## config.mk

```make
export PLATFORM = sky130hd
export DESIGN_NAME = threshold_window_hit_finder_flat
export DESIGN_NICKNAME = d
export VERILOG_FILES = /design/src/rtl/core/thwf_pkg.sv /design/src/rtl/core/thwf_if.sv /design/src/rtl/core/thwf_cfg_regs.sv /design/src/rtl/core/thwf_window.sv /design/src/rtl/core/thwf_eval.sv /design/src/rtl/core/thwf_out.sv /design/src/rtl/core/threshold_window_hit_finder.sv /design/src/flat_wrapper.sv
export SDC_FILE = /design/constraint.sdc
export NUM_CORES = 2
export LEC_CHECK = 0
export ABC_AREA = 1
export BUFFER_PORTS_ARGS = -buffer_cell sky130_fd_sc_hd__buf_2
export CORE_MARGIN = 4
export CORE_UTILIZATION = 45
export CTS_BUF_LIST = sky130_fd_sc_hd__clkbuf_4 sky130_fd_sc_hd__clkbuf_8 sky130_fd_sc_hd__clkbuf_16
export DETAILED_ROUTE_END_ITERATION = 10
export GPL_ROUTABILITY_DRIVEN = 0
export MAX_ROUTING_LAYER = met4
export PLACE_DENSITY = 0.6
export SYNTH_ARGS = -nofsm -noshare
export SYNTH_HDL_FRONTEND = slang
export SYNTH_SLANG_ARGS = --single-unit
```

## constraint.sdc

```tcl
create_clock -name clk -period 12.1 [get_ports clk]
set_clock_uncertainty 0.05 [all_clocks]
set_input_delay 1.21 -clock clk [delete_from_list [all_inputs] [get_ports clk]]
set_output_delay 1.21 -clock clk [all_outputs]
set_load 0.02 [all_outputs]
```

## src/rtl/core/thwf_pkg.sv

```systemverilog
// Shared constants, register codes and stage types for the threshold window hit finder.
// No dependencies; every other file of the block imports this package.
package thwf_pkg;

	localparam int MAX_WIDTH  = 16;
	localparam int MAX_TICKS  = 16384;

	// Deepest sample the window ever reads; width two needs three ticks.
	localparam int HIST_DEPTH = (MAX_WIDTH < 3) ? 3 : MAX_WIDTH;
	localparam int HIDX_W     = $clog2(HIST_DEPTH);

	localparam int SAMPLE_W   = 16;
	localparam int WREG_W     = 5;
	localparam int EW_W       = $clog2(MAX_WIDTH + 1);
	localparam int CMP_W      = ((WREG_W > EW_W) ? WREG_W : EW_W) + 1;
	localparam int SPAN_W     = $clog2(HIST_DEPTH + 1);
	localparam int TICK_W     = $clog2(MAX_TICKS + 1);
	localparam int T1_W       = TICK_W + 1;
	localparam int CIDX_W     = $clog2(MAX_TICKS);
	localparam int PLANE_W    = 2;
	localparam int WIRE_W     = 16;
	localparam int PT_W       = 15;
	localparam int ST_W       = 16;
	localparam int ET_W       = 16;
	localparam int CHG_W      = 20;
	localparam int PK_W       = 17;

	// Charge adder tree: groups of four samples, then one final sum.
	localparam int GRP        = 4;
	localparam int NGRP       = (HIST_DEPTH + GRP - 1) / GRP;
	localparam int GSUM_W     = SAMPLE_W + $clog2(GRP);
	localparam int SUM_W      = SAMPLE_W + $clog2(HIST_DEPTH);
	localparam int ACC_W      = ((SUM_W > CHG_W) ? SUM_W : CHG_W) + 1;
	localparam int CHG_MAX    = 2 ** (CHG_W - 1) - 1;
	localparam int CHG_MIN    = -(2 ** (CHG_W - 1));

	localparam int CFG_IDX_W  = 3;
	localparam int CFG_DATA_W = 16;

	typedef logic signed [SAMPLE_W-1:0] sample_t;

	typedef enum logic [CFG_IDX_W-1:0] {
		REG_PEAK_IND = 3'd0,
		REG_PEAK_COL = 3'd1,
		REG_TAIL_IND = 3'd2,
		REG_TAIL_COL = 3'd3,
		REG_WIDTH_IND = 3'd4,
		REG_WIDTH_COL = 3'd5
	} cfg_reg_e;

	typedef struct packed {
		sample_t             peak_ind;
		sample_t             peak_col;
		sample_t             tail_ind;
		sample_t             tail_col;
		logic [WREG_W-1:0]   width_ind;
		logic [WREG_W-1:0]   width_col;
	} cfg_t;

	// Per-sample control captured at acceptance.
	typedef struct packed {
		logic                elig;
		logic                even;
		logic                lo;
		logic [HIDX_W-1:0]   hi;
		logic [HIDX_W-1:0]   dc;
		logic [EW_W-1:0]     weff;
		sample_t             pthr;
		sample_t             tthr;
		logic [PLANE_W-1:0]  plane;
		logic [WIRE_W-1:0]   wire_id;
		logic [CIDX_W-1:0]   c;
	} win_t;

	// Window evaluation results, one stage before the output register.
	typedef struct packed {
		logic                          hit_ok;
		logic [NGRP-1:0][GSUM_W-1:0]   gsum;
		logic [PLANE_W-1:0]            plane;
		logic [WIRE_W-1:0]             wire_id;
		logic [PT_W-1:0]               pt;
		logic signed [ST_W-1:0]        st;
		logic [ET_W-1:0]               et;
		logic signed [PK_W-1:0]        peak_half;
	} eval_t;

endpackage

```

## src/rtl/core/thwf_if.sv

```systemverilog
// Valid/ready channel interfaces for wire samples and hits.
// Depends on thwf_pkg for field widths.
interface thwf_sample_if;
	import thwf_pkg::*;
	logic                       valid;
	logic                       ready;
	logic signed [SAMPLE_W-1:0] sample;
	logic                       is_collection;
	logic [PLANE_W-1:0]         plane;
	logic [WIRE_W-1:0]          wire_number;
	logic                       last_of_wire;

	modport source (output valid, sample, is_collection, plane, wire_number, last_of_wire,
		input ready);
	modport sink (input valid, sample, is_collection, plane, wire_number, last_of_wire,
		output ready);
endinterface

interface thwf_hit_if;
	import thwf_pkg::*;
	logic                    valid;
	logic                    ready;
	logic [PLANE_W-1:0]      hit_plane;
	logic [WIRE_W-1:0]       hit_wire;
	logic [PT_W-1:0]         peak_time_half;
	logic signed [ST_W-1:0]  start_time_half;
	logic [ET_W-1:0]         end_time_half;
	logic signed [CHG_W-1:0] total_charge;
	logic signed [PK_W-1:0]  peak_value_half;

	modport source (output valid, hit_plane, hit_wire, peak_time_half, start_time_half,
		end_time_half, total_charge, peak_value_half, input ready);
	modport sink (input valid, hit_plane, hit_wire, peak_time_half, start_time_half,
		end_time_half, total_charge, peak_value_half, output ready);
endinterface

```

## src/rtl/core/thwf_cfg_regs.sv

```systemverilog
// Configuration register file: thresholds and window widths per wire type.
// Depends on thwf_pkg.
module thwf_cfg_regs (
	input  logic                              clk,
	input  logic                              arst_n,
	input  logic                              cfg_we,
	input  logic [thwf_pkg::CFG_IDX_W-1:0]    cfg_index,
	input  logic [thwf_pkg::CFG_DATA_W-1:0]   cfg_data,
	output thwf_pkg::cfg_t                    cfg
);
	import thwf_pkg::*;

	cfg_t cfg_q;

	always_ff @(posedge clk or negedge arst_n) begin
		if (!arst_n) begin
			cfg_q.peak_ind  <= sample_t'(0);
			cfg_q.peak_col  <= sample_t'(0);
			cfg_q.tail_ind  <= sample_t'(-1584);
			cfg_q.tail_col  <= sample_t'(-1584);
			cfg_q.width_ind <= WREG_W'(3);
			cfg_q.width_col <= WREG_W'(3);
		end else if (cfg_we) begin
			unique case (cfg_index)
				REG_PEAK_IND:  cfg_q.peak_ind  <= sample_t'(cfg_data[SAMPLE_W-1:0]);
				REG_PEAK_COL:  cfg_q.peak_col  <= sample_t'(cfg_data[SAMPLE_W-1:0]);
				REG_TAIL_IND:  cfg_q.tail_ind  <= sample_t'(cfg_data[SAMPLE_W-1:0]);
				REG_TAIL_COL:  cfg_q.tail_col  <= sample_t'(cfg_data[SAMPLE_W-1:0]);
				REG_WIDTH_IND: cfg_q.width_ind <= cfg_data[WREG_W-1:0];
				REG_WIDTH_COL: cfg_q.width_col <= cfg_data[WREG_W-1:0];
				default: ;
			endcase
		end
	end

	assign cfg = cfg_q;

endmodule

```

## src/rtl/core/thwf_window.sv

```systemverilog
// Sample history, tick counter and first pipeline stage (window geometry per sample).
// Depends on thwf_pkg and thwf_sample_if.
module thwf_window (
	input  logic                clk,
	input  logic                arst_n,
	thwf_sample_if.sink         samples,
	input  thwf_pkg::cfg_t      cfg,
	input  logic                s1_take,
	output logic                valid_s1_o,
	output thwf_pkg::win_t      win_o,
	output thwf_pkg::sample_t   hist_o [thwf_pkg::HIST_DEPTH]
);
	import thwf_pkg::*;

	sample_t            hist_q [HIST_DEPTH];
	logic [TICK_W-1:0]  tick_q;
	logic               valid_s1;
	win_t               win_s1;

	logic               accept;
	logic               in_range;
	logic [T1_W-1:0]    t1;
	logic [WREG_W-1:0]  wreg;
	logic [EW_W-1:0]    weff;
	logic [EW_W-1:0]    half;
	logic               w2;
	logic [SPAN_W-1:0]  span;
	win_t               win_d;

	assign samples.ready = !valid_s1 || s1_take;
	assign accept        = samples.valid && samples.ready;
	assign in_range      = tick_q < TICK_W'(MAX_TICKS);
	assign t1            = T1_W'(tick_q) + T1_W'(1);

	always_comb begin
		wreg = samples.is_collection ? cfg.width_col : cfg.width_ind;
		if (wreg == '0) begin
			weff = EW_W'(1);
		end else if (CMP_W'(wreg) > CMP_W'(MAX_WIDTH)) begin
			weff = EW_W'(MAX_WIDTH);
		end else begin
			weff = EW_W'(wreg);
		end
		half = weff >> 1;
		// width two reads one tick past its window for the peak
		w2   = (weff == EW_W'(2));
		span = w2 ? SPAN_W'(3) : SPAN_W'(weff);

		win_d.elig    = in_range && (t1 >= T1_W'(span));
		win_d.even    = ~weff[0];
		win_d.lo      = w2;
		win_d.hi      = HIDX_W'(span - SPAN_W'(1));
		win_d.dc      = HIDX_W'(span - SPAN_W'(1) - SPAN_W'(half));
		win_d.weff    = weff;
		win_d.pthr    = samples.is_collection ? cfg.peak_col : cfg.peak_ind;
		win_d.tthr    = samples.is_collection ? cfg.tail_col : cfg.tail_ind;
		win_d.plane   = samples.plane;
		win_d.wire_id = samples.wire_number;
		win_d.c       = CIDX_W'(t1 - T1_W'(span) + T1_W'(half));
	end

	always_ff @(posedge clk or negedge arst_n) begin
		if (!arst_n) begin
			tick_q   <= '0;
			valid_s1 <= 1'b0;
		end else begin
			if (samples.ready) begin
				valid_s1 <= samples.valid;
			end
			if (accept) begin
				if (samples.last_of_wire) begin
					tick_q <= '0;
				end else if (in_range) begin
					tick_q <= TICK_W'(t1);
				end
			end
		end
	end

	// History holds no reset: ticks before the wire start are never read.
	always_ff @(posedge clk) begin
		if (accept) begin
			win_s1 <= win_d;
			if (in_range) begin
				hist_q[0] <= samples.sample;
				for (int k = 1; k < HIST_DEPTH; k++) begin
					hist_q[k] <= hist_q[k-1];
				end
			end
		end
	end

	assign valid_s1_o = valid_s1;
	assign win_o      = win_s1;
	assign hist_o     = hist_q;

endmodule

```

## src/rtl/core/thwf_eval.sv

```systemverilog
// Second stage: tail and peak tests, grouped charge partial sums and hit times.
// Depends on thwf_pkg.
module thwf_eval (
	input  logic                clk,
	input  logic                arst_n,
	input  logic                valid_s1,
	input  thwf_pkg::win_t      win,
	input  thwf_pkg::sample_t   hist [thwf_pkg::HIST_DEPTH],
	input  logic                s2_take,
	output logic                s1_take,
	output logic                valid_s2_o,
	output thwf_pkg::eval_t     eval_o
);
	import thwf_pkg::*;

	logic                     valid_s2;
	eval_t                    eval_s2;

	sample_t                  masked [HIST_DEPTH];
	logic                     tail_fail;
	logic [HIDX_W-1:0]        pb_idx;
	logic signed [PK_W-1:0]   peak_half;
	logic signed [PK_W-1:0]   thr2;
	logic signed [GSUM_W-1:0] acc;
	logic [PT_W-1:0]          pt;
	logic [EW_W:0]            two_w;
	eval_t                    eval_d;

	assign s1_take = !valid_s2 || s2_take;

	always_comb begin
		tail_fail = 1'b0;
		for (int k = 0; k < HIST_DEPTH; k++) begin
			if (HIDX_W'(k) >= HIDX_W'(win.lo) && HIDX_W'(k) <= win.hi) begin
				masked[k] = hist[k];
				if (hist[k] < win.tthr) begin
					tail_fail = 1'b1;
				end
			end else begin
				masked[k] = sample_t'(0);
			end
		end

		for (int g = 0; g < NGRP; g++) begin
			acc = '0;
			for (int j = 0; j < GRP; j++) begin
				if (g * GRP + j < HIST_DEPTH) begin
					acc = acc + GSUM_W'(masked[g * GRP + j]);
				end
			end
			eval_d.gsum[g] = acc;
		end

		// odd width: the center sample twice; even: center plus the next tick
		pb_idx    = win.even ? (win.dc - HIDX_W'(1)) : win.dc;
		peak_half = PK_W'(hist[win.dc]) + PK_W'(hist[pb_idx]);
		thr2      = PK_W'({win.pthr, 1'b0});

		pt    = PT_W'({win.c, win.even});
		two_w = {win.weff, 1'b0};

		eval_d.hit_ok    = win.elig && !tail_fail && (peak_half >= thr2);
		eval_d.plane     = win.plane;
		eval_d.wire_id   = win.wire_id;
		eval_d.pt        = pt;
		eval_d.st        = ST_W'(ST_W'(pt) - ST_W'(two_w));
		eval_d.et        = ET_W'(pt) + ET_W'(two_w);
		eval_d.peak_half = peak_half;
	end

	always_ff @(posedge clk or negedge arst_n) begin
		if (!arst_n) begin
			valid_s2 <= 1'b0;
		end else if (s1_take) begin
			valid_s2 <= valid_s1;
		end
	end

	always_ff @(posedge clk) begin
		if (s1_take && valid_s1) begin
			eval_s2 <= eval_d;
		end
	end

	assign valid_s2_o = valid_s2;
	assign eval_o     = eval_s2;

endmodule

```

## src/rtl/core/thwf_out.sv

```systemverilog
// Output register: final charge sum with saturation, drops non-passing candidates.
// Depends on thwf_pkg and thwf_hit_if.
module thwf_out (
	input  logic                clk,
	input  logic                arst_n,
	input  logic                valid_s2,
	input  thwf_pkg::eval_t     eval_in,
	output logic                s2_take,
	thwf_hit_if.source          hits
);
	import thwf_pkg::*;

	logic                    out_valid_q;
	logic [PLANE_W-1:0]      plane_q;
	logic [WIRE_W-1:0]       wire_q;
	logic [PT_W-1:0]         pt_q;
	logic signed [ST_W-1:0]  st_q;
	logic [ET_W-1:0]         et_q;
	logic signed [CHG_W-1:0] charge_q;
	logic signed [PK_W-1:0]  peak_q;

	logic signed [ACC_W-1:0] sum;
	logic signed [CHG_W-1:0] charge_d;

	assign s2_take = !out_valid_q || hits.ready;

	always_comb begin
		sum = '0;
		for (int g = 0; g < NGRP; g++) begin
			sum = sum + ACC_W'($signed(eval_in.gsum[g]));
		end
		if (sum > ACC_W'(CHG_MAX)) begin
			charge_d = CHG_W'(CHG_MAX);
		end else if (sum < ACC_W'(CHG_MIN)) begin
			charge_d = CHG_W'(CHG_MIN);
		end else begin
			charge_d = CHG_W'(sum);
		end
	end

	always_ff @(posedge clk or negedge arst_n) begin
		if (!arst_n) begin
			out_valid_q <= 1'b0;
		end else if (s2_take) begin
			out_valid_q <= valid_s2 && eval_in.hit_ok;
		end
	end

	always_ff @(posedge clk) begin
		if (s2_take && valid_s2 && eval_in.hit_ok) begin
			plane_q  <= eval_in.plane;
			wire_q   <= eval_in.wire_id;
			pt_q     <= eval_in.pt;
			st_q     <= eval_in.st;
			et_q     <= eval_in.et;
			charge_q <= charge_d;
			peak_q   <= eval_in.peak_half;
		end
	end

	assign hits.valid           = out_valid_q;
	assign hits.hit_plane       = plane_q;
	assign hits.hit_wire        = wire_q;
	assign hits.peak_time_half  = pt_q;
	assign hits.start_time_half = st_q;
	assign hits.end_time_half   = et_q;
	assign hits.total_charge    = charge_q;
	assign hits.peak_value_half = peak_q;

endmodule

```

## src/rtl/core/threshold_window_hit_finder.sv

```systemverilog
// Threshold window hit finder, top level.
// Depends on thwf_pkg, thwf_if and the thwf_* stage modules.
//
// Usage:
//  - samples: one calibrated Q12.4 sample per request with its wire type, plane,
//    wire number and an end-of-wire mark. One request per cycle is sustained unless a stalled hit fills the pipeline.
//  - hits: at most one hit per sample request, in sample order. A hit for
//    candidate tick c leaves with the sample that completes its window.
//  - cfg_we/cfg_index/cfg_data: register writes (thresholds, widths), made while
//    the block is idle.
//  - Pipeline: an accepted sample is registered in the geometry stage, then the window test
//    stage, then the output register, where its hit is valid. Throughput: one sample per cycle
//    unless hits.ready stalls the three-register pipeline.
//  - Stalls: each stage loads whenever the one after it is empty or moving, so
//    bubbles fill while a hit waits; samples.ready drops only once all three
//    stages hold requests behind a stalled hit.
//  - Reset: tick counter and stage valids clear, registers take their defaults.
//    History needs no clear; ticks before the wire start are never read.
//  - End of wire: the tick counter restarts at zero for the next sample.
module threshold_window_hit_finder (
	input  logic                              clk,
	input  logic                              arst_n,
	thwf_sample_if.sink                       samples,
	thwf_hit_if.source                        hits,
	input  logic                              cfg_we,
	input  logic [thwf_pkg::CFG_IDX_W-1:0]    cfg_index,
	input  logic [thwf_pkg::CFG_DATA_W-1:0]   cfg_data
);
	import thwf_pkg::*;

	cfg_t     cfg;
	logic     valid_s1;
	win_t     win;
	sample_t  hist [HIST_DEPTH];
	logic     valid_s2;
	eval_t    eval_r;
	logic     s1_take;
	logic     s2_take;

	thwf_cfg_regs u_cfg (
		.clk       (clk),
		.arst_n    (arst_n),
		.cfg_we    (cfg_we),
		.cfg_index (cfg_index),
		.cfg_data  (cfg_data),
		.cfg       (cfg)
	);

	// History shift, tick count and per-sample window geometry
	thwf_window u_win (
		.clk        (clk),
		.arst_n     (arst_n),
		.samples    (samples),
		.cfg        (cfg),
		.s1_take    (s1_take),
		.valid_s1_o (valid_s1),
		.win_o      (win),
		.hist_o     (hist)
	);

	// Tail/peak tests and partial charge sums
	thwf_eval u_eval (
		.clk        (clk),
		.arst_n     (arst_n),
		.valid_s1   (valid_s1),
		.win        (win),
		.hist       (hist),
		.s2_take    (s2_take),
		.s1_take    (s1_take),
		.valid_s2_o (valid_s2),
		.eval_o     (eval_r)
	);

	// Final sum and result register
	thwf_out u_out (
		.clk      (clk),
		.arst_n   (arst_n),
		.valid_s2 (valid_s2),
		.eval_in  (eval_r),
		.s2_take  (s2_take),
		.hits     (hits)
	);

	// Full pipeline behind a stalled hit must back-pressure the sample side.
	assert property (@(posedge clk) disable iff (!arst_n)
		(valid_s1 && valid_s2 && hits.valid && !hits.ready) |-> !samples.ready)
		else $error("sample accepted while pipeline is full and stalled");

	// An accepted sample always occupies the first stage next cycle.
	assert property (@(posedge clk) disable iff (!arst_n)
		(samples.valid && samples.ready) |=> valid_s1)
		else $error("accepted sample lost before first stage");

	// A new hit can only come from a filled evaluation stage.
	assert property (@(posedge clk) disable iff (!arst_n)
		$rose(hits.valid) |-> $past(valid_s2))
		else $error("hit appeared without an evaluated candidate");

	// Passing candidate: end time lies strictly after the peak time.
	assert property (@(posedge clk) disable iff (!arst_n)
		(valid_s2 && eval_r.hit_ok) |-> (eval_r.et > ET_W'(eval_r.pt)))
		else $error("hit end time not after peak time");

endmodule

```

## src/flat_wrapper.sv

```systemverilog
// flat-port wrapper written by rule: the top's interface ports become plain ports
module threshold_window_hit_finder_flat import thwf_pkg::*;
  (clk, arst_n, cfg_we, cfg_index, cfg_data, samples_valid, samples_sample, samples_is_collection, samples_plane, samples_wire_number, samples_last_of_wire, samples_ready, hits_valid, hits_hit_plane, hits_hit_wire, hits_peak_time_half, hits_start_time_half, hits_end_time_half, hits_total_charge, hits_peak_value_half, hits_ready);
  thwf_sample_if samples_i ();
  thwf_hit_if hits_i ();
  input  logic clk;
  input  logic arst_n;
  input  logic cfg_we;
  input  logic [thwf_pkg::CFG_IDX_W-1:0] cfg_index;
  input  logic [thwf_pkg::CFG_DATA_W-1:0] cfg_data;
  input wire logic [$bits(samples_i.valid)-1:0] samples_valid;
  input wire logic [$bits(samples_i.sample)-1:0] samples_sample;
  input wire logic [$bits(samples_i.is_collection)-1:0] samples_is_collection;
  input wire logic [$bits(samples_i.plane)-1:0] samples_plane;
  input wire logic [$bits(samples_i.wire_number)-1:0] samples_wire_number;
  input wire logic [$bits(samples_i.last_of_wire)-1:0] samples_last_of_wire;
  output wire logic [$bits(samples_i.ready)-1:0] samples_ready;
  output wire logic [$bits(hits_i.valid)-1:0] hits_valid;
  output wire logic [$bits(hits_i.hit_plane)-1:0] hits_hit_plane;
  output wire logic [$bits(hits_i.hit_wire)-1:0] hits_hit_wire;
  output wire logic [$bits(hits_i.peak_time_half)-1:0] hits_peak_time_half;
  output wire logic [$bits(hits_i.start_time_half)-1:0] hits_start_time_half;
  output wire logic [$bits(hits_i.end_time_half)-1:0] hits_end_time_half;
  output wire logic [$bits(hits_i.total_charge)-1:0] hits_total_charge;
  output wire logic [$bits(hits_i.peak_value_half)-1:0] hits_peak_value_half;
  input wire logic [$bits(hits_i.ready)-1:0] hits_ready;
  assign samples_i.valid = samples_valid;
  assign samples_i.sample = samples_sample;
  assign samples_i.is_collection = samples_is_collection;
  assign samples_i.plane = samples_plane;
  assign samples_i.wire_number = samples_wire_number;
  assign samples_i.last_of_wire = samples_last_of_wire;
  assign samples_ready = samples_i.ready;
  assign hits_valid = hits_i.valid;
  assign hits_hit_plane = hits_i.hit_plane;
  assign hits_hit_wire = hits_i.hit_wire;
  assign hits_peak_time_half = hits_i.peak_time_half;
  assign hits_start_time_half = hits_i.start_time_half;
  assign hits_end_time_half = hits_i.end_time_half;
  assign hits_total_charge = hits_i.total_charge;
  assign hits_peak_value_half = hits_i.peak_value_half;
  assign hits_i.ready = hits_ready;
  threshold_window_hit_finder u_core (.clk(clk), .arst_n(arst_n), .samples(samples_i), .hits(hits_i), .cfg_we(cfg_we), .cfg_index(cfg_index), .cfg_data(cfg_data));
endmodule
```

==> metrics list <==
- Net count after synthesis: 5112
- Critical path data arrival time: 7.79 ns
- The number of antenna violations at the first check in global routing came to 5.
- Dividing the detail-routed via count by the number of cells gives 5.58.
* Post-Syn Area per Cell: about 9.8 µm²
* Share of the yosys chip area belonging to registers: 0.455
* Number of synthesized register bits: roughly 680
- Net count of the finished layout: 5258
- Worst-Margin Slew: 1.15 ns
- Post-CTS Repair Setup Buffers: 0
* Height of the die: 320 µm
- Leaving out fill and tap cells, the most frequent cell in the layout is nand2_1.
- Post-DR wirelength/cell: 21.2 µm
- Count of warnings emitted by yosys: 0
* Depth of the CTS H-tree: 3
* Sink Count: roughly 680
- The tool flagged a number of max-cap violations equal to 0.
- In the synthesized netlist, the number of instances is approximately 4500.
* Outcome: finished, final reports clean
- The critical path starts at u_core.u_win.win_o[69].
* Count of cells along the worst register-to-register path: 32
- Peak fanout along the critical path: slightly below 90
- In this run the power density over the cells is 314 nW/µm².
- The synthesized netlist occupies a cell area of 43800 µm².
- The first TritonRoute pass finished after 6 iterations.
* DP HPWL: 92800 µm
- In the routed design, unresolved DRC markers number 0.
- Hold buffer count at cts: 0
* Max transition margin: 0.231
* Initial Utilization: 0.453
- The largest single stage delay on the critical path is 0.74 ns.
- STA classifies the critical path endpoint as a flop.
* Cell with the largest stage delay on the worst path: inv_2
* Wire length of the first global-routing pass: 192000 µm
- Time the worst path needs with I/O delays and setup: 7.35 ns
- Total I/O pin count: between 150 and 200
* Worst path required time: 12.53 ns
- Via count of the first global-routing pass: roughly 32000
* Tightest Hold Check Type: flop to flop
* Worst setup path category: flop to flop
- Layout cell share with drive strength beyond 1: 0.0956
- Setup violations remaining at the end of the flow were counted as 0.
- Final period util: 0.608
- edfxtp_1 takes more of the synthesized area than any other cell.
* Global-route congestion overflow total: 0
- Number of hold-slack violations in the final timing report: 0
- Worst hold-check slack: approximately 0.36 ns
* Total Neg Setup Slack: 0 ns
- In this run the remaining antenna-violating nets after routing total 0.
* Leakage dissipation: 21.8 nW
- Unrepaired setup endpoints after global routing: no
* Area contributors post-synth: edfxtp_1, ha_1, fa_1
- Most used cells in the layout excluding fill and tap cells: nand2_1, edfxtp_1, inv_1
- Pin count of the biggest net entering global routing: 135
- Based on the critical path, the design can be clocked at up to approximately 0.14 GHz.
* Launching point of the worst reg2reg path: u_core.u_win.win_o[69]
- Category of the worst setup path launch point: flop
- Proportion of register bits with asynchronous set or reset after synthesis: 0.135
* Number of vias after detailed routing: 33300
- CTS resizes: 0
* CTS Buffer Depth: 3
- Clock tree synthesis selected as its root buffer the cell clkbuf_16.
* Max VDD drop: about 330 µV
* Clock-pin slew of the registers on the worst-case setup and hold paths: 0.06 ns
- Critical path capture point: u_core.u_eval.eval_o[154]
- The share of synthesized area in the top cell type comes to 0.402.
- Count of buffers inserted at the top-level ports: 163
* Full die area: 102000 µm²
* Count of standard-cell rows: 114
- The area growth from synthesis to layout is 10.9%.
* Number of enable-type register cells in the synthesized netlist: 587
- Drt initial violations: 3434
- In this run the standard cell core region covers 96700 µm².
* CTS tree: yes
* Overall Global Routing Usage: 0.251
* Flop2flop setup slack: 4.75 ns
- Dominant register cell in the synthesized netlist: edfxtp_1
- Most numerous cell on the critical path: nand2_1
- The endpoint identified for the worst register-to-register timing path is u_core.u_eval.eval_o[154].
* WL final: around 130000 µm
* TritonCTS buffer count: 79
- Overall power consumption: 0.0153 W
- At the later pin of the worst-skew pair, clock insertion delay measures 0.66 ns.
- From left edge to right edge, the die measures 320 µm.
- After synthesis, the netlist uses 53 different library cells.
- Max-slew violation total from the final report: 0
==> power by group <==
part	leakage [nW]	switching (W)	internal, W
Sequential	6.80	0.000320	0.00356
Combinational	13.7	0.00587	0.00314
Clock	1.25	0.00102	0.00134
Total	21.8	0.00721	0.00804
==> cells by family after synthesis <==
logic type	after synthesis	share of synthesized area
AO/OA/AOI/OAI	880	0.113
buffers and inverters	726	0.0634
flip-flops	679	0.455
AND/OR/NAND/NOR	1441	0.136
XOR/XNOR	143	0.0296
adder cells (fa/ha/maj)	575	0.194
multiplexers	33	0.00845
==> metal layers <==
layer,global-route usage,part of all wire
met5,-,0
met1,0.352,0.44
met3,0.0396,0.088
met2,0.377,0.45
met4,0.0756,0.028
==> cells in the mapped netlist, types with 3 or more instances <==
| cell | n |
|---|---|
| nor2_1 | 174 |
| o221ai_1 | 10 |
| nand3b_1 | 6 |
| a221oi_1 | 5 |
| nor4_1 | 3 |
| edfxtp_1 | 587 |
| a31oi_1 | 3 |
| xor2_1 | 99 |
| inv_1 | 573 |
| inv_2 | 8 |
| and2_1 | 3 |
| a21o_1 | 11 |
| mux2_2 | 32 |
| o21bai_1 | 9 |
| fa_1 | 177 |
| nand2_2 | 3 |
| o21ai_1 | 11 |
| nor3_1 | 42 |
| o21ai_0 | 304 |
| dfstp_2 | 22 |
| clkbuf_1 | 116 |
| buf_4 | 5 |
| o211ai_1 | 68 |
| nand4_1 | 21 |
| nand3_1 | 250 |
| o311ai_0 | 23 |
| xnor2_1 | 41 |
| o311ai_1 | 3 |
| o22ai_1 | 10 |
| dfrtp_1 | 70 |
| a21boi_0 | 7 |
| o21ai_2 | 17 |
| o31ai_1 | 13 |
| a21oi_1 | 368 |
| ha_1 | 398 |
| o21a_1 | 12 |
| nor3_2 | 6 |
| buf_1 | 6 |
| buf_2 | 16 |
| nand2_1 | 926 |
==> area by class of cell <==
class / instances / area, µm²
clock inverters: 52 / 430
clock buffers: 94 / 2140
repair buffers: 210 / 1180
fillers: 8897 / 48100
inverters: 581 / 2190
multi-input cells: 3072 / 21100
well taps: 1276 / 1600
flip-flops and latches: 679 / 20000
diodes: 1 / 2.50
==> worst max-delay path, delay by kind of cell (launching register included) <==
family	cells	cell delay [ns]
flops	1	0.32
compound gates	6	1.55
xor+xnor	1	0.22
simple gates	17	2.22
fa+ha+maj	2	0.49
buf+inv	6	2.26
==> metrics by stage <==
step / instance area, µm² / instances / utilization / setup WS [ns]
2_1_floorplan: 43800 / 4477 / - / 2.74
6_report: 48600 / 5965 / 0.503 / 4.75
3_5_place_dp: 46100 / 5818 / 0.476 / 4.94
5_1_grt: 48600 / 5965 / 0.503 / 4.10
3_3_place_gp: 46100 / 5818 / 0.476 / 5.15
4_1_cts: 48600 / 5964 / 0.503 / 4.93
==> worst min path at each step <==
stage / end / slack, ns / start / depth (start not counted)
2_1_floorplan: u_core.u_eval.eval_o[64] / 0.35 / u_core.u_win.win_o[14] / 0
3_3_place_gp: u_core.u_eval.eval_o[66] / 0.35 / u_core.u_win.win_o[16] / 0
3_5_place_dp: u_core.u_eval.eval_o[66] / 0.35 / u_core.u_win.win_o[16] / 0
4_1_cts: u_core.u_out.hits.hit_wire[4] / 0.36 / u_core.u_eval.eval_o[68] / 0
5_1_grt: u_core.u_out.hits.peak_time_half[3] / 0.37 / u_core.u_eval.eval_o[52] / 0
6_report: u_core.u_out.hits.peak_time_half[6] / 0.36 / u_core.u_eval.eval_o[55] / 0
==> registers in the layout, indices dropped and copies added (netlist names), 16 cells and up <==
name	cells
u_core.u_cfg.cfg	74
u_core.u_out.hits.peak_value_half	17
u_core.u_out.hits.hit_wire	16
u_core.u_out.hits.total_charge	20
u_core.u_win.hist_o	256
u_core.u_eval.eval_o	152
u_core.u_win.win_o	80
Note: power is estimated with default switching activity, not from simulation.
